**src/rtl/ccw_pkg.sv**
```systemverilog
// Package for the coin change way counter: sizes, entry format, sequencer states
// and the way table port bundle. No dependencies.
package ccw_pkg;

    localparam int MAX_COINS  = 16;
    localparam int MAX_AMOUNT = 4096;

    localparam int COIN_W  = 12;
    localparam int TGT_W   = 12;
    localparam int WAYS_W  = 32;
    localparam int ENTRY_W = WAYS_W + 1;
    localparam int ADDR_W  = $clog2(MAX_AMOUNT);
    localparam int CNT_W   = $clog2(MAX_COINS + 1);
    localparam int IDX_W   = (MAX_COINS > 1) ? $clog2(MAX_COINS) : 1;

    localparam logic [ENTRY_W-1:0] ENTRY_ONE = ENTRY_W'(1);
    localparam logic [ENTRY_W-1:0] ENTRY_SAT = {1'b1, {WAYS_W{1'b1}}};

    typedef enum logic [2:0] {
        ENG_IDLE,
        ENG_CLEAR,
        ENG_COIN,
        ENG_RUN,
        ENG_FETCH,
        ENG_WAIT,
        ENG_DONE
    } eng_state_t;

    typedef struct packed {
        logic               we;
        logic [ADDR_W-1:0]  waddr;
        logic [ENTRY_W-1:0] wdata;
        logic [ADDR_W-1:0]  ra_addr;
        logic [ADDR_W-1:0]  rb_addr;
    } ram_req_t;

    typedef struct packed {
        logic              valid;
        logic [WAYS_W-1:0] ways;
        logic              ovf;
    } eng_result_t;

    // bit WAYS_W of an entry marks a saturated count
    function automatic logic [ENTRY_W-1:0] sat_add(input logic [ENTRY_W-1:0] a,
                                                   input logic [ENTRY_W-1:0] b);
        logic [ENTRY_W-1:0] s;
        s = {1'b0, a[WAYS_W-1:0]} + {1'b0, b[WAYS_W-1:0]};
        if (a[WAYS_W] || b[WAYS_W] || s[WAYS_W]) begin
            return ENTRY_SAT;
        end
        return s;
    endfunction

endpackage

```
**src/rtl/ccw_coin_store.sv**
```systemverilog
// Coin list: denomination registers, fill count and drop flag.
// Depends on ccw_pkg.
module ccw_coin_store (
    input  logic                       aclk,
    input  logic                       aresetn,
    input  logic                       load,
    input  logic [ccw_pkg::COIN_W-1:0] load_den,
    input  logic                       clear,
    input  logic [ccw_pkg::IDX_W-1:0]  rd_idx,
    output logic [ccw_pkg::COIN_W-1:0] rd_den,
    output logic [ccw_pkg::CNT_W-1:0]  count,
    output logic                       dropped
);
    import ccw_pkg::*;

    logic [COIN_W-1:0] coin_reg [MAX_COINS];
    logic [CNT_W-1:0]  count_reg, count_next;
    logic              drop_reg, drop_next;
    logic              store_en;

    always_comb begin
        count_next = count_reg;
        drop_next  = drop_reg;
        store_en   = 1'b0;
        if (clear) begin
            count_next = '0;
            drop_next  = 1'b0;
        end else if (load && (load_den != '0)) begin
            if (count_reg < CNT_W'(MAX_COINS)) begin
                store_en   = 1'b1;
                count_next = count_reg + CNT_W'(1);
            end else begin
                drop_next = 1'b1;
            end
        end
    end

    always_ff @(posedge aclk) begin
        if (!aresetn) begin
            count_reg <= '0;
            drop_reg  <= 1'b0;
        end else begin
            count_reg <= count_next;
            drop_reg  <= drop_next;
        end
    end

    always_ff @(posedge aclk) begin
        if (store_en) begin
            coin_reg[count_reg[IDX_W-1:0]] <= load_den;
        end
    end

    assign rd_den  = coin_reg[rd_idx];
    assign count   = count_reg;
    assign dropped = drop_reg;

    a_count_bound: assert property (@(posedge aclk) disable iff (!aresetn)
        count_reg <= CNT_W'(MAX_COINS))
        else $error("coin count beyond capacity");

    a_full_drops: assert property (@(posedge aclk) disable iff (!aresetn)
        (load && !clear && (load_den != '0) && (count_reg == CNT_W'(MAX_COINS)))
        |=> drop_reg)
        else $error("load into full list did not set drop flag");

endmodule

```
**config.mk**
```make
export PLATFORM = sky130hd
export DESIGN_NAME = ccw_coin_store
export DESIGN_NICKNAME = d
export VERILOG_FILES = /design/src/rtl/ccw_pkg.sv /design/src/rtl/ccw_coin_store.sv
export SDC_FILE = /design/constraint.sdc
export NUM_CORES = 1
export LEC_CHECK = 0
export BUFFER_PORTS_ARGS = -buffer_cell sky130_fd_sc_hd__buf_4
export CORE_MARGIN = 2
export CORE_UTILIZATION = 40
export DETAILED_ROUTE_END_ITERATION = 12
export PLACE_DENSITY_LB_ADDON = 0.08
export SLEW_MARGIN = 20
export SYNTH_ARGS = -nofsm -noshare
export SYNTH_HDL_FRONTEND = slang
export SYNTH_SLANG_ARGS = --single-unit
```
**constraint.sdc**
```tcl
create_clock -name aclk -period 7.3 [get_ports aclk]
set_clock_uncertainty 0.15 [all_clocks]
set_input_delay 1.46 -clock aclk [delete_from_list [all_inputs] [get_ports aclk]]
set_output_delay 1.46 -clock aclk [all_outputs]
set_load 0.01 [all_outputs]
```
Word-level counts from Yosys, hierarchy flattened
Memory sizes are Yosys's and may differ from the RTL's.
Index checks and enable logic that the tools add are counted.
{ "word_totals": {"ff_bits": 6, "ram_bits": 192, "output_inout_bits": 18, "memories": 1} }
{ "classes": {"addsub": 1, "order_cmp": 1, "mux": 5, "bitwise": 2, "n_reduce_logical": 5} }
{ "memory_table": {"columns": ["memory", "words", "word_bits", "rd", "rd_ports_with_merged_regs", "write_ports", "line_no", "text"], "rows": [
  ["coin_reg", 16, 12, 1, 0, 1, "ccw_coin_store.sv:16", "logic [COIN_W-1:0] coin_reg [MAX_COINS];"]
]} }
{ "op_table": {"columns": ["op", "count"], "rows": [
  ["$reduce_bool 12->1", 1],
  ["$add 5x1->5 const B", 1],
  ["$lt 5x5->1 const B", 1],
  ["$mux 1", 5],
  ["$reduce_and 2->1", 2],
  ["$not 1->1", 2],
  ["$reduce_or 2->1", 1],
  ["$logic_and 1x1->1", 1]
]} }

Logic depth before layout (Yosys ltp)
Gate-level depths: netlist (run 1).
{ "depth": {"ltp_word": 6, "depth_mapped": 5} }

Worst setup path after synthesis (run 1)
Ideal clock, no wire load.
{ "synth_path": {"kind": "input to output", "startpoint": "input rd_idx[0] in the netlist's numbering", "endpoint": "output rd_den[7] in the netlist's numbering", "arrival_ns": 2.543, "required_time_ns": 5.690, "slack_ns": 3.147, "path_stages": 4, "n_path_buf": 1, "path_cell_list": "buf_2 -> mux4_2 -> a22oi_1 -> nand2_1"} }
{ "synth_between": {"elab_chain_len": 1} }
{ "synth_rtl": {"columns": ["item", "line_no", "text"], "rows": [
  ["start: declaration", "ccw_coin_store.sv:9", "input logic [ccw_pkg::IDX_W-1:0] rd_idx,"],
  ["$mem_v2 16x12", null, null],
  ["end: declaration", "ccw_coin_store.sv:10", "output logic [ccw_pkg::COIN_W-1:0] rd_den,"]
]} }
No other way between the ends.

Worst setup path in the final report (run 1)
{ "layout_path": {"startpoint": "input rd_idx[0] in the netlist's numbering", "endpoint": "output rd_den[5] in the netlist's numbering"} }
The elaborated chain is that of the path after synthesis.

==> flow_summary.toml, run 1 <==
[status]
status = "finished clean"

[sta]
min_period_ns = 4.984
clock.fmax_ghz = 0.2006
max_slew_margin_pct = 32.85
rsz0062_at_grt = "no"
hold_viol = 0
fin_crit_sh_pct = 68.28
setup_viol = 0
tightest_slew_ns = 1.007
slew_violations = 0
finalSetupTns_ns = 0

[route]
wirelength_um = 16840
detail_route.wl_per_cell_um = 25.44
first_iter_violations = 333
vias_per_cell = 5.544
ant_nets = 0
dr.pass1.iters = 4
vias = 3670
drc_errors = 0

[clock_tree]
cts_tree = "built"
postCtsSetupBuffers = 0
clk_path_buf_depth = 2
ctsHoldBuffers = 0
h-tree-depth = 4
root_buffer = "clkbuf_16"
cts_buffers = 17
clkTransAtPathRegs_ns = 0.07
ctsResizeCount = 0
insertion_delay_ns = 0.43
cts_sinks = 198

[synth]
ys.flop_type = "edfxtp_1"
netlist_instances = 359
synthArstFlopShare_pct = 0
yosysSeqAreaShare_pct = 77.25
syn_avg_cell_area_um2 = 21.22
syn_area_um2 = 7619
ys_ff_latch = 198
synth_edf_count = 192
synth_fp_nets = 383
synth.distinct_cells = 26
yosys_warnings = 0

[layout]
multi_input_area_um2 = 1655
fill_cells = 1552
largest_reg_flops = 192
layout_commonest_cell = "edfxtp_1"
fin_nets = 440
stdcell_count = 662
final_cell_mix = "192 x edfxtp_1, 54 x buf_4, 48 x mux4_2"
register_area_um2 = 5886
drive_above_1_share_pct = 32.48
design_area_um2 = 8865
antenna_cells = 0
syn2layout_area_growth_pct = 16.36

[hold_path]
hold_end = "dropped"
hp-start = "dropped"
min_path_cells = 2
hold_class = "flop to flop"

[place]
io_buffers = 37
routabilityCongestion = 0.7310
postPlaceCellArea_um2 = 8254
hpwl_um = 10080
place_inst = 631

[power_and_ir_drop]
ir_drop_v = 0.0001793
power_density_nw_per_um2 = 264.0
leakagePower_nw = 2.852

[grt]
antenna_found_initial = 0
grt_pass1_vias = 3877
overflow = 0
globalRouteTotalUtil_pct = 18.10
grt_pass1_wl_um = 25220
grt_max_degree = 49

[setup_path]
r2r_cells = 5
reg2reg_from = "count[4]"
r2r_setup_slack_ns = 4.86
cp.required_ns = 5.69
crit_chain = "buf_4, mux4_2, a22oi_1, nand2_1, buf_4"
crit_type = "input pin to output pin"
cp_slowest_cell = "buf_4"
crit_top_cell = "buf_4"
end_kind = "output pin"
slowest_delay_ns = 0.72
startpoint_type = "input pin"
worstPathArrival_ns = 3.37
cp_max_fo = 48
reg2reg_to = "coin_reg[3][11]"

[die]
core_um2 = 18710
rows = 50
dieArea_um2 = 20170
fp.dieW_um = 142.0
io_pins = 38
initial_core_util_pct = 40.73
die_y_um = 142.0

[job]
cap_viol_max_count = 0
==> cells by family (layout without fill, tap and decap cells) <==
family,Yosys count,in the layout,share of synthesized area (%)
AOI/OAI and AO/OA,31,31,3.022
adders and majority gates,4,4,0.6569
buffers and inverters,20,89,1.380
and+or+nand+nor,57,57,3.383
xor gates and xnor gates,1,1,0.1150
DFF,198,198,77.25
muxes,48,48,14.19
==> per-stage QoR <==
stage	power, mW	hold slack, ns	setup WS [ns]	utilization, %
finish	2.340	0.3374	2.316	47.39
global route	2.409	0.3863	2.113	47.39
CTS	2.360	0.3392	2.225	47.39
detailed placement	1.393	0.3221	2.233	44.13
global placement	1.392	0.3136	2.208	44.13
floorplan	1.339	0.3550	3.147	-
==> per-layer routing <==
metal,track usage (%),vias to the layer above,share of wire [%]
li1,-,1611,-
met1,25.33,1947,43
met5,0,-,0
met3,3.668,13,5.0
met2,28.43,99,50
met4,6.579,0,1.2
==> cell usage after synthesis (all sizes together) (3+ instances only) <==
library cell / number / area share, %
dfxtp: 6 / 1.6
ha: 4 / 0.66
a22oi: 24 / 2.4
nor2: 17 / 0.84
mux4: 48 / 14
nor3: 5 / 0.33
nand2b: 5 / 0.41
clkbuf: 7 / 0.34
nor4: 3 / 0.25
nand3: 4 / 0.26
nand2: 18 / 0.89
edfxtp: 192 / 76
inv: 4 / 0.20
nor2b: 3 / 0.25
buf: 9 / 0.84
==> worst max-delay path, delay by kind of cell <==
kind | cells | cell delay, ns
AO/OA/AOI/OAI | 1 | 0.28
multiplexers | 1 | 0.60
AND/OR/NAND/NOR | 1 | 0.11
buffers and inverters | 2 | 0.87
==> area by class of cell <==
class	instances	area share (%)
multi-input combinational	141	18.67
clock inverter	13	2.047
sequential	198	66.39
timing repair buffer	54	4.573
tap	234	3.303
inverter	4	0.1694
clock buffer	18	4.841
==> report_power, final <==
| group | switching (mW) | internal (mW) | total (mW) |
|---|---|---|---|
| logic | 0.0651 | 0.0490 | 0.114 |
| clock network | 0.405 | 0.571 | 0.975 |
| registers | 0.00151 | 1.25 | 1.25 |
| total | 0.471 | 1.87 | 2.34 |
==> worst max path at each step <==
stage	start	endpoint	slack, ns
2_1_floorplan	rd_idx[0]	rd_den[7]	3.15
3_3_place_gp	rd_idx[0]	rd_den[5]	2.21
3_5_place_dp	rd_idx[0]	rd_den[5]	2.23
4_1_cts	rd_idx[0]	rd_den[5]	2.23
5_1_grt	rd_idx[0]	rd_den[5]	2.11
6_report	rd_idx[0]	rd_den[5]	2.32
Note: power is estimated with default switching activity, not from simulation.
==> run 2, diff against run 1 <==
==> constraint.sdc (replaced) <==
create_clock -name aclk -period 4.76 [get_ports aclk]
set_clock_uncertainty 0.15 [all_clocks]
set_input_delay 0.952 -clock aclk [delete_from_list [all_inputs] [get_ports aclk]]
set_output_delay 0.952 -clock aclk [all_outputs]
set_load 0.01 [all_outputs]
==> run 2 against run 1 <==
  * Cell count grew 0.91%
  * Routed wire length grew 1.3%
  * Critical path depth grew 1
  * Register-to-register slack lost 2.7 ns
  * First-iteration DRC count shrank 14%
  * Global-route usage is essentially flat
  * Largest cell class unchanged
  * Largest power group unchanged
  * Critical path type unchanged
  * Setup slack lost 1.3 ns
==> flow_summary.toml, run 2 (synthesis gave the netlist of run 1 again) <==
[clock_tree]
h-tree-depth = 4
clkTransAtPathRegs_ns = 0.07
insertion_delay_ns = 0.43
postCtsSetupBuffers = 0
ctsResizeCount = 0
clk_path_buf_depth = 2
ctsHoldBuffers = 0
cts_buffers = 17
cts_sinks = 198
cts_tree = "built"
root_buffer = "clkbuf_16"

[layout]
multi_input_area_um2 = 1648
antenna_cells = 0
layout_commonest_cell = "edfxtp_1"
largest_reg_flops = 192
design_area_um2 = 8889
drive_above_1_share_pct = 32.26
final_cell_mix = "192 x edfxtp_1, 58 x buf_4, 48 x mux4_2"
fill_cells = 1562
syn2layout_area_growth_pct = 16.67
register_area_um2 = 5886
fin_nets = 445

[setup_path]
startpoint_type = "input pin"
reg2reg_from = "count[4]"
r2r_cells = 5
end_kind = "output pin"
crit_type = "input pin to output pin"
cp.required_ns = 3.66
worstPathArrival_ns = 2.67
reg2reg_to = "coin_reg[14][11]"
cp_max_fo = 22
r2r_setup_slack_ns = 2.19

[power_and_ir_drop]
leakagePower_nw = 2.869
ir_drop_v = 0.0002685
power_density_nw_per_um2 = 398.3
p_total_mw = 3.540

[sta]
fin_crit_sh_pct = 79.14
rsz0062_at_grt = "no"
max_slew_margin_pct = 33.21
setup_viol = 0
min_period_ns = 3.767
finalSetupTns_ns = 0
tightest_slew_ns = 0.9982
slew_violations = 0
hold_viol = 0
clock.fmax_ghz = 0.2655

[place]
io_buffers = 37
hpwl_um = 10280
routabilityCongestion = 0.7610
postPlaceCellArea_um2 = 8297

[hold_path]
hold_end = "dropped"
hold_class = "flop to flop"
hp-start = "dropped"
min_path_cells = 2

[grt]
overflow = 0
grt_pass1_wl_um = 25200
grt_max_degree = 49
globalRouteTotalUtil_pct = 18.06
grt_pass1_vias = 3865
antenna_found_initial = 0

[route]
vias = 3674
wirelength_um = 17070
dr.pass1.iters = 4
first_iter_violations = 287
ant_nets = 0
vias_per_cell = 5.500
drc_errors = 0
detail_route.wl_per_cell_um = 25.55

[die]
core_um2 = 18710
dieArea_um2 = 20170
initial_core_util_pct = 40.73
die_y_um = 142.0
rows = 50
fp.dieW_um = 142.0
io_pins = 38

[job]
cap_viol_max_count = 0

[status]
status = "finished clean"
run 2: cell types whose count changed in the layout (fill, tap and decap cells not counted), sizes merged:
cell and change:
buf +5, bufinv -1, clkbuf +3, clkinv -2
inv +1
run 2: through the flow:
| step | cells | utilization [%] | setup slack (ns) | hold slack (ns) |
|---|---|---|---|---|
| 2_1_floorplan | 359 | - | 1.623 | 0.3550 |
| 3_3_place_gp | 636 | 44.35 | 0.9609 | 0.3149 |
| 3_5_place_dp | 636 | 44.35 | 0.9875 | 0.3194 |
| 4_1_cts | 668 | 47.52 | 0.9773 | 0.3437 |
| 5_1_grt | 668 | 47.52 | 0.8620 | 0.3872 |
| 6_report | 668 | 47.52 | 0.9930 | 0.3477 |
run 2: worst max-delay path: stages:
cell     delay [ns]
buf_4          0.36
buf_12         0.28
mux4_2         0.53
a22oi_1        0.23
nand2_1        0.12
buf_4          0.16
run 2: how the worst max path moves through the flow:
stage / startpoint / end / slack, ns / depth (start not counted)
CTS: rd_idx[0] / rd_den[4] / 0.98 / 6
global placement: rd_idx[0] / rd_den[10] / 0.96 / 6
finish: rd_idx[0] / rd_den[4] / 0.99 / 6
detailed placement: rd_idx[0] / rd_den[4] / 0.99 / 6
floorplan: rd_idx[0] / rd_den[7] / 1.62 / 4
global route: rd_idx[0] / rd_den[4] / 0.86 / 6
run 2: area by class of cell:
type	instances	share of cell area, %
Clock buffer	21	4.955
Multi-Input combinational cell	141	18.54
Inverter	4	0.1689
Clock inverter	11	1.703
Sequential cell	198	66.22
Timing Repair Buffer	59	5.124
Tap cell	234	3.294
run 2: per-layer routing:
layer | global-route usage (%) | vias up | part of all wire, % | wire length (um)
met5 | 0 | - | 0 | 0
met4 | 5.421 | 0 | 1.3 | 224
met3 | 3.600 | 16 | 4.1 | 692
met2 | 28.17 | 83 | 48 | 8167
met1 | 26.00 | 1954 | 47 | 7981
li1 | - | 1621 | - | -
run 2: power by group:
group	internal [mW]	total (mW)	switching, mW
sequential	1.92	1.92	0.00228
clock	0.830	1.44	0.613
combinational	0.0783	0.178	0.100
