### config.mk
export PLATFORM = sky130hd
export DESIGN_NAME = ccw_engine
export DESIGN_NICKNAME = d
export VERILOG_FILES = /design/src/rtl/ccw_pkg.sv /design/src/rtl/ccw_engine.sv
export SDC_FILE = /design/constraint.sdc
export NUM_CORES = 1
export LEC_CHECK = 0
export BUFFER_PORTS_ARGS = -buffer_cell sky130_fd_sc_hd__buf_2
export CAP_MARGIN = 10
export CORE_ASPECT_RATIO = 1.2
export CORE_MARGIN = 4
export CORE_UTILIZATION = 62
export CTS_BUF_LIST = sky130_fd_sc_hd__clkbuf_4 sky130_fd_sc_hd__clkbuf_8
export DETAILED_ROUTE_END_ITERATION = 12
export MAX_ROUTING_LAYER = met4
export PLACE_DENSITY = 0.89
export SYNTH_ARGS = -nofsm -noshare
export SYNTH_HDL_FRONTEND = slang
export SYNTH_SLANG_ARGS = --single-unit
### constraint.sdc
create_clock -name aclk -period 9.5 [get_ports aclk]
set_clock_uncertainty 0.1 [all_clocks]
set_input_delay 1.425 -clock aclk [delete_from_list [all_inputs] [get_ports aclk]]
set_output_delay 1.425 -clock aclk [all_outputs]
set_load 0.005 [all_outputs]
### src/rtl/ccw_pkg.sv
// Package for the coin change way counter: sizes, entry format, sequencer states
// and the way table port bundle. No dependencies.
package ccw_pkg;

    localparam int MAX_COINS  = 16;
    localparam int MAX_AMOUNT = 4096;

    localparam int COIN_W  = 12;
    localparam int TGT_W   = 12;
    localparam int WAYS_W  = 32;
    localparam int ENTRY_W = WAYS_W + 1;
    localparam int ADDR_W  = $clog2(MAX_AMOUNT);
    localparam int CNT_W   = $clog2(MAX_COINS + 1);
    localparam int IDX_W   = (MAX_COINS > 1) ? $clog2(MAX_COINS) : 1;

    localparam logic [ENTRY_W-1:0] ENTRY_ONE = ENTRY_W'(1);
    localparam logic [ENTRY_W-1:0] ENTRY_SAT = {1'b1, {WAYS_W{1'b1}}};

    typedef enum logic [2:0] {
        ENG_IDLE,
        ENG_CLEAR,
        ENG_COIN,
        ENG_RUN,
        ENG_FETCH,
        ENG_WAIT,
        ENG_DONE
    } eng_state_t;

    typedef struct packed {
        logic               we;
        logic [ADDR_W-1:0]  waddr;
        logic [ENTRY_W-1:0] wdata;
        logic [ADDR_W-1:0]  ra_addr;
        logic [ADDR_W-1:0]  rb_addr;
    } ram_req_t;

    typedef struct packed {
        logic              valid;
        logic [WAYS_W-1:0] ways;
        logic              ovf;
    } eng_result_t;

    // bit WAYS_W of an entry marks a saturated count
    function automatic logic [ENTRY_W-1:0] sat_add(input logic [ENTRY_W-1:0] a,
                                                   input logic [ENTRY_W-1:0] b);
        logic [ENTRY_W-1:0] s;
        s = {1'b0, a[WAYS_W-1:0]} + {1'b0, b[WAYS_W-1:0]};
        if (a[WAYS_W] || b[WAYS_W] || s[WAYS_W]) begin
            return ENTRY_SAT;
        end
        return s;
    endfunction

endpackage

### src/rtl/ccw_engine.sv
// Sequencer with one saturating adder: clears the way table up to the target, then for
// each coin updates ways[v] += ways[v-d] one entry per cycle. Depends on ccw_pkg.
module ccw_engine (
    input  logic                       aclk,
    input  logic                       aresetn,
    input  logic                       start,
    input  logic [ccw_pkg::TGT_W-1:0]  start_tgt,
    input  logic                       res_ack,
    output logic                       idle,
    output ccw_pkg::eng_result_t       result,
    output logic [ccw_pkg::IDX_W-1:0]  coin_idx,
    input  logic [ccw_pkg::COIN_W-1:0] coin_den,
    input  logic [ccw_pkg::CNT_W-1:0]  coin_count,
    output ccw_pkg::ram_req_t          ram_req,
    input  logic [ccw_pkg::ENTRY_W-1:0] ra_data,
    input  logic [ccw_pkg::ENTRY_W-1:0] rb_data
);
    import ccw_pkg::*;

    eng_state_t         state_reg, state_next;
    logic [TGT_W-1:0]   tgt_reg, tgt_next;
    logic [ADDR_W-1:0]  clr_reg, clr_next;
    logic [CNT_W-1:0]   idx_reg, idx_next;
    logic [COIN_W-1:0]  d_reg, d_next;
    logic [ADDR_W-1:0]  v_reg, v_next;
    logic               iss_reg, iss_next;
    logic               p_valid_reg, p_valid_next;
    logic [ADDR_W-1:0]  p_addr_reg, p_addr_next;
    logic [ADDR_W-1:0]  p_baddr_reg, p_baddr_next;
    logic               w_valid_reg, w_valid_next;
    logic [ADDR_W-1:0]  w_addr_reg, w_addr_next;
    logic [ENTRY_W-1:0] w_data_reg, w_data_next;
    logic [WAYS_W-1:0]  ways_reg, ways_next;
    logic               ovf_reg, ovf_next;
    logic [ADDR_W-1:0]  tgt_addr;
    logic               fwd;
    logic [ENTRY_W-1:0] b_oper;
    logic [ENTRY_W-1:0] sum;

    assign tgt_addr = ADDR_W'(tgt_reg);
    // d == 1: the lower operand is the entry written in the previous cycle
    assign fwd      = w_valid_reg && (w_addr_reg == p_baddr_reg);
    assign b_oper   = fwd ? w_data_reg : rb_data;
    assign sum      = sat_add(ra_data, b_oper);

    always_comb begin
        state_next   = state_reg;
        tgt_next     = tgt_reg;
        clr_next     = clr_reg;
        idx_next     = idx_reg;
        d_next       = d_reg;
        v_next       = v_reg;
        iss_next     = iss_reg;
        p_valid_next = 1'b0;
        p_addr_next  = p_addr_reg;
        p_baddr_next = p_baddr_reg;
        w_valid_next = 1'b0;
        w_addr_next  = w_addr_reg;
        w_data_next  = w_data_reg;
        ways_next    = ways_reg;
        ovf_next     = ovf_reg;
        ram_req.we      = 1'b0;
        ram_req.waddr   = clr_reg;
        ram_req.wdata   = (clr_reg == '0) ? ENTRY_ONE : '0;
        ram_req.ra_addr = v_reg;
        ram_req.rb_addr = v_reg - ADDR_W'(d_reg);

        case (state_reg)
            ENG_IDLE: begin
                if (start) begin
                    tgt_next  = start_tgt;
                    clr_next  = '0;
                    idx_next  = '0;
                    ways_next = '0;
                    ovf_next  = 1'b0;
                    if (32'(start_tgt) >= 32'(MAX_AMOUNT)) begin
                        state_next = ENG_DONE;
                    end else begin
                        state_next = ENG_CLEAR;
                    end
                end
            end
            ENG_CLEAR: begin
                ram_req.we = 1'b1;
                clr_next   = clr_reg + ADDR_W'(1);
                if (clr_reg == tgt_addr) begin
                    state_next = ENG_COIN;
                end
            end
            ENG_COIN: begin
                if (idx_reg == coin_count) begin
                    state_next = ENG_FETCH;
                end else if (coin_den > tgt_reg) begin
                    idx_next = idx_reg + CNT_W'(1);
                end else begin
                    d_next     = coin_den;
                    v_next     = ADDR_W'(coin_den);
                    iss_next   = 1'b1;
                    state_next = ENG_RUN;
                end
            end
            ENG_RUN: begin
                if (iss_reg) begin
                    p_valid_next = 1'b1;
                    p_addr_next  = v_reg;
                    p_baddr_next = v_reg - ADDR_W'(d_reg);
                    if (v_reg == tgt_addr) begin
                        iss_next = 1'b0;
                    end else begin
                        v_next = v_reg + ADDR_W'(1);
                    end
                end
                if (p_valid_reg) begin
                    ram_req.we    = 1'b1;
                    ram_req.waddr = p_addr_reg;
                    ram_req.wdata = sum;
                    w_valid_next  = 1'b1;
                    w_addr_next   = p_addr_reg;
                    w_data_next   = sum;
                end
                if (!iss_reg && !p_valid_reg) begin
                    idx_next   = idx_reg + CNT_W'(1);
                    state_next = ENG_COIN;
                end
            end
            ENG_FETCH: begin
                ram_req.ra_addr = tgt_addr;
                state_next      = ENG_WAIT;
            end
            ENG_WAIT: begin
                ways_next  = ra_data[WAYS_W-1:0];
                ovf_next   = ra_data[WAYS_W];
                state_next = ENG_DONE;
            end
            ENG_DONE: begin
                if (res_ack) begin
                    state_next = ENG_IDLE;
                end
            end
            default: begin
                state_next = ENG_IDLE;
            end
        endcase
    end

    always_ff @(posedge aclk) begin
        if (!aresetn) begin
            state_reg   <= ENG_IDLE;
            iss_reg     <= 1'b0;
            p_valid_reg <= 1'b0;
            w_valid_reg <= 1'b0;
        end else begin
            state_reg   <= state_next;
            iss_reg     <= iss_next;
            p_valid_reg <= p_valid_next;
            w_valid_reg <= w_valid_next;
        end
    end

    always_ff @(posedge aclk) begin
        tgt_reg     <= tgt_next;
        clr_reg     <= clr_next;
        idx_reg     <= idx_next;
        d_reg       <= d_next;
        v_reg       <= v_next;
        p_addr_reg  <= p_addr_next;
        p_baddr_reg <= p_baddr_next;
        w_addr_reg  <= w_addr_next;
        w_data_reg  <= w_data_next;
        ways_reg    <= ways_next;
        ovf_reg     <= ovf_next;
    end

    assign idle         = (state_reg == ENG_IDLE);
    assign coin_idx     = idx_reg[IDX_W-1:0];
    assign result.valid = (state_reg == ENG_DONE);
    assign result.ways  = ways_reg;
    assign result.ovf   = ovf_reg;

    a_fwd_unit_coin: assert property (@(posedge aclk) disable iff (!aresetn)
        (state_reg == ENG_RUN && p_valid_reg && fwd) |-> (d_reg == COIN_W'(1)))
        else $error("forwarding used for a coin other than one");

    a_write_in_range: assert property (@(posedge aclk) disable iff (!aresetn)
        ram_req.we |-> (ram_req.waddr <= tgt_addr))
        else $error("way table write beyond target");

    a_run_ends: assert property (@(posedge aclk) disable iff (!aresetn)
        (state_reg == ENG_RUN && !iss_reg && !p_valid_reg) |=> (state_reg == ENG_COIN))
        else $error("update pass did not return to coin fetch");

endmodule

# [Word level (Yosys, flattened, before mapping)]
# Index checks and enable logic that the tools add are counted.
[op_classes] mux=39 div=0 n_addsub=5 magnitude_cmp=1 n_mul=0 bitwise=2 reduce_logical=23 shift=0 n_eq_ne=20
[ops] op="33-bit 2-to-1 mux" n=3
[ops] op="12-bit 2-to-1 mux" n=6
[ops] op="32-bit one-hot mux with 2 select lines" n=1
[ops] op="12-bit one-hot mux with 2 select lines" n=2
[ops] op="46-bit 2-to-1 mux" n=1
[ops] op="45-bit 2-to-1 mux" n=1
[ops] op="12-bit equality test" n=3
[ops] op="32-bit by 32-bit adder with 33-bit output" n=1
[ops] op="32-bit 2-to-1 mux" n=1
[ops] op="12-bit by 1-bit adder with 12-bit output (second input constant)" n=2
[ops] op="3-bit one-hot mux with 7 select lines" n=1
[ops] op="5-bit 2-to-1 mux" n=4
[ops] op="3-bit 2-to-1 mux" n=6
[ops] op="2-bit inequality test (second input constant)" n=9
[ops] op="5-bit one-hot mux with 3 select lines" n=1
[ops] op="5-bit AND reduction" n=3
[ops] op="12-bit greater-than comparator" n=1
[ops] op="12-bit logical NOT" n=1
[ops] op="2-bit AND reduction" n=6
[ops] op="12-bit subtractor" n=1
[ops] op="3-bit equality test (second input constant)" n=3
[ops] op="1-bit 2-to-1 mux" n=9
[ops] op="3-bit by 2-bit equality test with 1-bit output (second input constant)" n=2
[ops] op="1-bit one-hot mux with 2 select lines" n=3
[ops] op="12 further kinds" n=19
[word_totals] memories=0 mem_bits_ro=0 out_inout_bits=109 ramBits=0 register_bits=161 latchBits=0

# [Logic depth before layout (Yosys ltp)]
# Gate-level depths: netlist (run 1).
[depth] depth_word=9 depth_mapped=19

# [Worst setup path after synthesis (run 1)]
# OpenSTA, ideal clock, no wires.
[synth_path] path_kind="flip-flop to output port" startpoint="register p_baddr_reg[8]" endpoint="output port ram_req[49] (netlist bit)" path_stages_with_launch=18 setup_slack_ns=4.023 arrival_ns=3.952 n_path_buf=2 required_time_ns=7.975 path_cell_list="edfxtp_1 -> xor2_1 -> nor4_1 -> nand3_1 -> nor3_2 -> clkbuf_1 -> mux2_2 -> ha_1 -> a21o_1 -> or3_1 -> o211ai_2 -> a311oi_2 -> o211ai_1 -> and3_1 -> buf_6 -> inv_4 -> a2111o_1 -> and2_1"
[synth_rtl] element="start: declaration" line="ccw_engine.sv:29" text="logic [ADDR_W-1:0] p_baddr_reg, p_baddr_next;"
[synth_rtl] element="start signal: assignment" line="ccw_engine.sv:167" text="p_baddr_reg <= p_baddr_next;"
[synth_rtl] element="end: declaration" line="ccw_engine.sv:14" text="output ccw_pkg::ram_req_t ram_req,"

==> flow_summary.json, run 1 <==
{
  "syn_avg_cell_area_um2": 10.6,
  "grt_max_degree": 74,
  "drtPass1Iterations": 5,
  "wl_per_cell_um": 18.8,
  "drc_errors": 0,
  "clkSlewWorstSetupHoldPaths_ns": 0.08,
  "die_x_um": 124,
  "report.final.slew_viol_count": 0,
  "synth_seq_area_share": 0.476,
  "grt_pass1_wl_mm": 38.8,
  "hold_depth": 0,
  "clkSinkCount": 161,
  "vias": 7986,
  "end_kind": "output port",
  "peakVddDrop_mv": 0.157,
  "crit-reg2reg-launch": "p_baddr_reg[8]",
  "p_per_area_nw_per_um2": 191,
  "syn-num-nets": 1105,
  "tightest_slew_ns": 1.01,
  "clock_path_buffers": 2,
  "cts_tree": "built",
  "synthCells": 945,
  "cts_made_buffers": 17,
  "synth-edff-count": 155,
  "finalCritPeriodShare": 0.734,
  "async_reset_ff_frac": 0,
  "hold_slack_ns": 0.368,
  "fin_setup_tns_ns": 0,
  "portBuffers": 207,
  "required_ns": 7.98,
  "yosysTopAreaCell": "edfxtp_1",
  "synth_top_area_share": 0.464,
  "maxCapViolCount": 0,
  "ys_top_cells_by_area": "edfxtp_1, ha_1, mux2_2",
  "rows": 50,
  "fmax_ghz": 0.143,
  "hp-start": "p_addr_reg[10]",
  "synth_cell_types": 65,
  "finalSetupViolCount": 0,
  "vias_per_cell": 5.90,
  "ys_warn_count": 0,
  "syn_to_final_growth_pct": 15.4,
  "final_cell_mix": "buf_2, edfxtp_1, nand2_1",
  "final_common_cell": "buf_2",
  "slew-limit-headroom": 0.323,
  "cts_setup_buffers": 0,
  "synthFlopType": "edfxtp_1",
  "worstSetupPathType": "register to output port",
  "finalWeightedCongestion": 0.966,
  "drtAntennaViolNets": 0,
  "p_leak_nw": 4.98,
  "dieArea_um2": 18300,
  "cp.arrival_ns": 5.45,
  "htreeDepth": 4,
  "rr_endpoint": "w_data_reg[25]",
  "clock-root-buffer": "clkbuf_8",
  "drive_gt1_frac": 0.272,
  "critPathLaunchType": "register",
  "dp_hpwl_mm": 19.3,
  "worstRegToRegCells": 15,
  "die_h_um": 147,
  "final_util": 0.734,
  "cts-resized-gates": 0,
  "antenna_found_initial": 0,
  "grt_pass1_vias": 7808,
  "grt_use_total": 0.284,
  "drtIter0Drc": 681,
  "overflow": 0,
  "status": "finished clean",
  "holdBufCountCts": 0,
  "clk-insertion-delay-late_ns": 0.47,
  "ff2ff_setup_slack_ns": 4.45,
  "start_util": 0.636,
  "largest_reg_flops": 33,
  "hp-class": "register to register",
  "num_antenna_cells": 0,
  "io-pin-count": 208,
  "core_area_um2": 15800,
  "routed_wl_mm": 25.5,
  "ys_seq_elements": 161,
  "netlist_area_um2": 10000,
  "min_to": "w_addr_reg[10]",
  "cp_max_fo": 41,
  "hold_viol_final": 0,
  "rsz0062_at_grt": "false",
  "final_nets": 1294,
  "finalCriticalPeriod_ns": 6.97
}
==> final cells by class <==
class / count / area [µm²]
Fill cell: 1114 / 4190
Multi-Input combinational cell: 695 / 4890
Clock inverter: 12 / 143
Sequential cell: 161 / 4770
Clock buffer: 19 / 249
Tap cell: 208 / 260
Inverter: 44 / 168
Timing Repair Buffer: 215 / 1100
==> synth_stat cells, drive strengths merged, types with 15 or more instances <==
master  number
edfxtp     155
nand2      101
ha          59
xnor2       52
nor2        49
a21oi       47
o21ai       45
inv         44
xor2        44
and3        43
mux2        42
and2        30
clkbuf      30
nand3       27
a21o        20
nand2b      16
o21a        16
buf         15
==> cell families after synthesis <==
| kind of cell | Yosys count | share of synthesized area |
|---|---|---|
| and+or+nand+nor | 321 | 0.163 |
| AOI/OAI and AO/OA | 173 | 0.112 |
| DFF | 161 | 0.476 |
| xor gates and xnor gates | 96 | 0.0838 |
| buffers and inverters | 89 | 0.0385 |
| adders and majority gates | 61 | 0.0776 |
| muxes | 44 | 0.0491 |
==> metrics by stage <==
step | power [mW] | area, µm² | instances | worst slack, ns
2_1_floorplan | 1.46 | 10000 | 945 | 4.02
3_3_place_gp | 1.69 | 11200 | 1323 | 3.09
3_5_place_dp | 1.71 | 11200 | 1323 | 3.05
4_1_cts | 2.21 | 11600 | 1354 | 2.50
5_1_grt | 2.33 | 11600 | 1354 | 2.27
6_report | 2.21 | 11600 | 1354 | 2.53
==> worst max path at each step <==
stage | from | to | depth (start not counted)
6_report | p_baddr_reg[8] | ram_req[24] | 17
5_1_grt | p_baddr_reg[8] | ram_req[24] | 17
4_1_cts | p_baddr_reg[8] | ram_req[24] | 17
3_5_place_dp | p_baddr_reg[8] | ram_req[24] | 17
3_3_place_gp | p_baddr_reg[8] | ram_req[24] | 17
2_1_floorplan | p_baddr_reg[8] | ram_req[49] | 17
==> report_power, final <==
| group | switching [mW] | total (mW) | leakage, nW | internal [mW] |
|---|---|---|---|---|
| registers | 0.119 | 1.04 | 1.49 | 0.918 |
| clock network | 0.245 | 0.506 | 0.201 | 0.261 |
| logic | 0.386 | 0.669 | 3.29 | 0.283 |
==> per-layer routing <==
metal | track usage | wire [µm] | vias to the layer above
met5 | - | 0 | -
met1 | 0.319 | 9320 | 3733
met2 | 0.489 | 13100 | 401
li1 | - | - | 3776
met4 | 0.120 | 907 | 0
met3 | 0.0524 | 2190 | 76
==> critical path, stage by stage (launching register included) <==
cell	delay [ns]
edfxtp_1	0.38
xor2_1	0.17
nor4_1	0.30
nand3_1	0.17
nor3_4	0.13
buf_4	0.43
mux2_2	0.39
ha_1	0.34
a21o_1	0.20
or3_1	0.34
o211ai_2	0.18
a311oi_2	0.14
o211ai_1	0.17
and3_2	0.81
inv_4	0.18
o21ai_0	0.33
o41ai_1	0.15
buf_2	0.15
Note: power is estimated with default switching activity, not from simulation.
==> inputs of run 2 (changes only) <==
--- a/config.mk
+++ b/config.mk
@@ -9,11 +9,11 @@
 export CAP_MARGIN = 10
 export CORE_ASPECT_RATIO = 1.2
 export CORE_MARGIN = 4
-export CORE_UTILIZATION = 62
+export CORE_UTILIZATION = 52
 export CTS_BUF_LIST = sky130_fd_sc_hd__clkbuf_4 sky130_fd_sc_hd__clkbuf_8
 export DETAILED_ROUTE_END_ITERATION = 12
 export MAX_ROUTING_LAYER = met4
-export PLACE_DENSITY = 0.89
+export PLACE_DENSITY = 0.79
 export SYNTH_ARGS = -nofsm -noshare
 export SYNTH_HDL_FRONTEND = slang
 export SYNTH_SLANG_ARGS = --single-unit
==> constraint.sdc (replaced) <==
create_clock -name aclk -period 6.1 [get_ports aclk]
set_clock_uncertainty 0.1 [all_clocks]
set_input_delay 0.915 -clock aclk [delete_from_list [all_inputs] [get_ports aclk]]
set_output_delay 0.915 -clock aclk [all_outputs]
set_load 0.005 [all_outputs]
==> run 2 against run 1 <==
Against the previous run: hold slack worse by 0.0051 ns; final cell count increased by 4.1%; via count shrank 1.6%; routed wire length grew 2.5%; register-to-register slack worse by 2.8 ns; sequential cell count is the same; worst setup slack worse by 2.2 ns; non-clock buffer count grew 2; critical path type unchanged; largest cell class unchanged.
==> flow_summary.json, run 2 (synthesis results as in run 1) <==
{
  "status": "finished clean",
  "drtPass1Iterations": 5,
  "wl_per_cell_um": 18.6,
  "grt_pass1_vias": 7767,
  "p_leak_nw": 5.00,
  "antenna_found_initial": 3,
  "htreeDepth": 4,
  "fill_cells": 1529,
  "overflow": 0,
  "drtIter0Drc": 612,
  "cp.arrival_ns": 4.74,
  "finalCriticalPeriod_ns": 5.76,
  "p_sw_mw": 1.22,
  "start_util": 0.530,
  "required_ns": 5.08,
  "slew-limit-headroom": 0.275,
  "dieArea_um2": 21600,
  "clkSinkCount": 161,
  "finalWeightedCongestion": 0.950,
  "drc_errors": 0,
  "holdBufCountCts": 0,
  "peakVddDrop_mv": 0.228,
  "fmax_ghz": 0.174,
  "tightest_slew_ns": 1.07,
  "portBuffers": 207,
  "final_common_cell": "buf_2",
  "clkSlewWorstSetupHoldPaths_ns": 0.09,
  "grt_pass1_wl_mm": 40.4,
  "maxCapViolCount": 0,
  "die_x_um": 135,
  "fin_setup_tns_ns": 0,
  "syn_to_final_growth_pct": 16.6,
  "grt_max_degree": 45,
  "end_kind": "output port",
  "clock_power_share": 0.235,
  "ff2ff_setup_slack_ns": 1.69,
  "hold_viol_final": 0,
  "cts_tree": "built",
  "power.total_mw": 3.47,
  "swShare": 0.352,
  "die_h_um": 160,
  "final_cell_mix": "buf_2, edfxtp_1, nand2_1",
  "vias": 7859,
  "rows": 55,
  "rsz0062_at_grt": "false",
  "drtAntennaViolNets": 0,
  "multi_input_area_um2": 4900,
  "p_per_area_nw_per_um2": 296,
  "cp_max_fo": 33,
  "routed_wl_mm": 26.1,
  "drive_gt1_frac": 0.276,
  "clock-root-buffer": "clkbuf_8",
  "comb_power_share": 0.300,
  "grt_use_total": 0.246,
  "finalCritPeriodShare": 0.944,
  "clock_path_buffers": 2,
  "cts_made_buffers": 17,
  "largest_reg_flops": 33,
  "final_nets": 1296,
  "p_seq_frac": 0.465,
  "finalSetupViolCount": 0,
  "hp-class": "register to register",
  "intPower_mw": 2.24,
  "vias_per_cell": 5.58,
  "io-pin-count": 208,
  "hold_slack_ns": 0.363,
  "worstRegToRegCells": 15,
  "cts_setup_buffers": 0,
  "cts-resized-gates": 0,
  "hold_depth": 0,
  "report.final.slew_viol_count": 0,
  "dp_hpwl_mm": 20.0,
  "regArea_um2": 4770,
  "clk-insertion-delay-late_ns": 0.47,
  "core_area_um2": 18900,
  "critPathLaunchType": "register",
  "worstSetupPathType": "register to output port"
}
-- run 2: cell type report --
cell class / instances / area share
inverter: 44 / 0.0143
clock inverter: 15 / 0.0143
clock buffer: 17 / 0.0200
antenna: 4 / 0.000856
tap: 256 / 0.0274
multi-input combinational: 695 / 0.419
timing repair buffer: 217 / 0.0964
sequential: 161 / 0.408
-- run 2: worst paths after layout --
path	startpoint	endpoint
setup / recovery	p_baddr_reg[8]	ram_req[41]
hold / removal	p_addr_reg[6]	w_addr_reg[6]
setup reg to reg	p_baddr_reg[8]	w_data_reg[26]
hold reg to reg	p_addr_reg[6]	w_addr_reg[6]
-- run 2: power groups by stage --
stage | clock network (mW) | registers (mW) | logic (mW)
floorplan | 0 | 1.56 | 0.708
global placement | 0 | 1.63 | 1.01
detailed placement | 0 | 1.64 | 1.03
CTS | 0.825 | 1.61 | 1.04
global route | 0.878 | 1.63 | 1.15
finish | 0.814 | 1.61 | 1.04
-- run 2: per-stage QoR --
stage                     std cells  setup slack, ns  area [µm²]  utilization
after detailed placement       1373            0.652       11300        0.596
final                          1409            0.340       11700        0.618
after floorplan                 945             1.13       10000            -
after global placement         1373            0.677       11300        0.596
after CTS                      1405            0.118       11700        0.617
after global routing           1408           0.0126       11700        0.618
-- run 2: metal layers --
layer,vias up,GRT usage,share of wire
li1,3790,-,-
met1,3658,0.288,0.39
met2,357,0.410,0.49
met3,54,0.0548,0.086
met4,0,0.0963,0.034
met5,-,-,0
-- run 2: critical path, cell delays in order, from the launching register on --
cell	delay (ns)
edfxtp_1	0.39
xor2_1	0.17
nor4_1	0.27
nand3_1	0.16
nor3_4	0.18
buf_12	0.25
mux2_2	0.36
ha_1	0.34
a21o_1	0.20
or3_1	0.34
o211ai_2	0.18
a311oi_2	0.13
o211ai_1	0.19
and3_4	0.37
buf_6	0.28
o21ai_0	0.15
and2_1	0.15
buf_2	0.12
==> inputs of run 3 (changes only) <==
--- a/config.mk
+++ b/config.mk
@@ -7,12 +7,10 @@
 export LEC_CHECK = 0
 export BUFFER_PORTS_ARGS = -buffer_cell sky130_fd_sc_hd__buf_2
 export CAP_MARGIN = 10
-export CORE_ASPECT_RATIO = 1.2
 export CORE_MARGIN = 4
 export CORE_UTILIZATION = 52
 export CTS_BUF_LIST = sky130_fd_sc_hd__clkbuf_4 sky130_fd_sc_hd__clkbuf_8
 export DETAILED_ROUTE_END_ITERATION = 12
-export MAX_ROUTING_LAYER = met4
 export PLACE_DENSITY = 0.79
 export SYNTH_ARGS = -nofsm -noshare
 export SYNTH_HDL_FRONTEND = slang
==> run 3 against run 2 <==
Against the previous run: sequential cell count stayed put; critical path depth is 2 higher; via count is 1.6% higher; worst setup slack worse by 0.080 ns; combinational power hardly changed; clock power is 4.5% higher; core utilization is 1.0 points higher; die area hardly changed; total power is 1.3% higher; final cell count is 0.78% higher; highest routed layer is now met5; cell area is 1.2% higher; count of clock-buffer cells in the layout stayed put.
==> flow_summary.json, run 3 (synthesis results as in run 1) <==
{
  "fin_cells": 1420,
  "vias": 7987,
  "p_per_area_nw_per_um2": 297,
  "slowest_stage": "ha_2",
  "tightest_slew_ns": 1.08,
  "die_h_um": 147,
  "htreeDepth": 4,
  "worstPathCellList": "xor2_1 -> nor4_1 -> nand3_1 -> nor3_4 -> buf_12 -> buf_12 -> buf_4 -> mux2_2 -> ha_2 -> nand4_1 -> and4b_1 -> inv_1 -> a311oi_2 -> o211ai_1 -> and3_2 -> inv_4 -> o21ai_0 -> o41ai_1 -> buf_2",
  "largest_reg_flops": 33,
  "required_ns": 5.08,
  "hp-class": "register to register",
  "p_leak_nw": 5.05,
  "cp_max_fo": 10,
  "drtAntennaViolNets": 0,
  "overflow": 0,
  "fmax_ghz": 0.171,
  "critPathLaunchType": "register",
  "wl_per_cell_um": 18.4,
  "grt_pass1_wl_mm": 40.4,
  "drc_errors": 0,
  "finalSetupViolCount": 0,
  "finalCritPeriodShare": 0.957,
  "grt_pass1_vias": 7602,
  "final_common_cell": "buf_2",
  "worstSetupPathType": "register to output port",
  "peakVddDrop_mv": 0.226,
  "fill_cells": 1533,
  "dp_hpwl_mm": 20.1,
  "clkSlewWorstSetupHoldPaths_ns": 0.10,
  "slew-limit-headroom": 0.271,
  "cp.arrival_ns": 4.82,
  "hold_slack_ns": 0.370,
  "antenna_found_initial": 3,
  "clock-root-buffer": "clkbuf_8",
  "finalCriticalPeriod_ns": 5.84,
  "final_cell_mix": "buf_2, edfxtp_1, nand2_1",
  "final_nets": 1304,
  "status": "finished clean",
  "holdBufCountCts": 0,
  "final_util": 0.629,
  "report.final.slew_viol_count": 0,
  "portBuffers": 207,
  "regArea_um2": 4770,
  "clkSinkCount": 161,
  "maxCapViolCount": 0,
  "rows": 50,
  "fin_setup_tns_ns": 0,
  "end_kind": "output port",
  "routed_wl_mm": 26.1,
  "grt_max_degree": 46,
  "crit_path_frequent_cell": "buf_12",
  "finalWeightedCongestion": 0.913,
  "io-pin-count": 208,
  "cts_tree": "built",
  "clk-insertion-delay-late_ns": 0.47,
  "max_stage_delay_ns": 0.40,
  "rsz0062_at_grt": "false",
  "hold_viol_final": 0,
  "drtIter0Drc": 513,
  "clock_path_buffers": 2,
  "multi_input_area_um2": 4920,
  "start_util": 0.533,
  "grt_use_total": 0.236,
  "vias_per_cell": 5.62,
  "dieArea_um2": 21600,
  "drive_gt1_frac": 0.290,
  "drtPass1Iterations": 5,
  "syn_to_final_growth_pct": 18.0,
  "cts_made_buffers": 17,
  "core_area_um2": 18800,
  "die_x_um": 147,
  "placedCellCount": 1382
}
-- run 3: cell count changes in the layout (fill, tap and decap cells not counted), sizes merged --
cell	delta
diode	-1
bufinv	+1
inv	-4
clkinvlp	+3
buf	+8
-- run 3: worst max-delay path, delay by kind of cell (launching register included) --
kind	cells	cell delay (ns)
adders and majority gates	1	0.40
AOI/OAI and AO/OA	4	0.71
xor gates and xnor gates	1	0.17
buffers and inverters	6	0.85
DFF	1	0.39
and+or+nand+nor	6	1.48
muxes	1	0.36
-- run 3: cell type report --
type / count / area share
clock inverter: 15 / 0.0169
timing repair buffer: 225 / 0.102
multi-input combinational: 695 / 0.416
sequential: 161 / 0.403
tap: 260 / 0.0275
antenna: 3 / 0.000634
inverter: 44 / 0.0142
clock buffer: 17 / 0.0198
-- run 3: power breakdown --
group	internal [mW]	switching, mW	total [mW]	leakage [nW]
sequential	1.43	0.187	1.61	1.49
clock	0.417	0.434	0.851	0.203
combinational	0.447	0.597	1.04	3.35
total	2.29	1.22	3.51	5.05
-- run 3: worst paths after layout --
kind | cells after the start | to | slack (ns) | start
worst max register to register | 16 | w_data_reg[26] | 1.66 | p_baddr_reg[8]
worst min-delay path | 0 | w_addr_reg[0] | 0.37 | p_addr_reg[0]
worst max-delay path | 19 | ram_req[24] | 0.26 | p_baddr_reg[8]
worst min register to register | 0 | w_addr_reg[0] | 0.37 | p_addr_reg[0]
-- run 3: what timing repair did --
| item | 4_1_cts | 5_1_grt |
|---|---|---|
| hold endpoints to repair | 0 | 0 |
| resized for setup | 0 | 14 |
| setup endpoints to repair | 10 | 12 |
| pin swaps | 1 | 0 |
| buffers inserted | 3 | 0 |
-- run 3: metal layers --
| metal | share of wire | track usage | vias up |
|---|---|---|---|
| li1 | - | - | 3802 |
| met1 | 0.41 | 0.308 | 3772 |
| met2 | 0.48 | 0.391 | 366 |
| met3 | 0.082 | 0.0490 | 45 |
| met4 | 0.025 | 0.0862 | 2 |
| met5 | 0.00034 | 0 | - |
-- run 3: stage by stage --
stage	worst slack [ns]	cell area, µm²	power [mW]
2_1_floorplan	1.13	10000	2.27
3_3_place_gp	0.487	11300	2.65
3_5_place_dp	0.420	11300	2.68
4_1_cts	0.169	11800	3.52
5_1_grt	0.00854	11800	3.71
6_report	0.260	11800	3.51
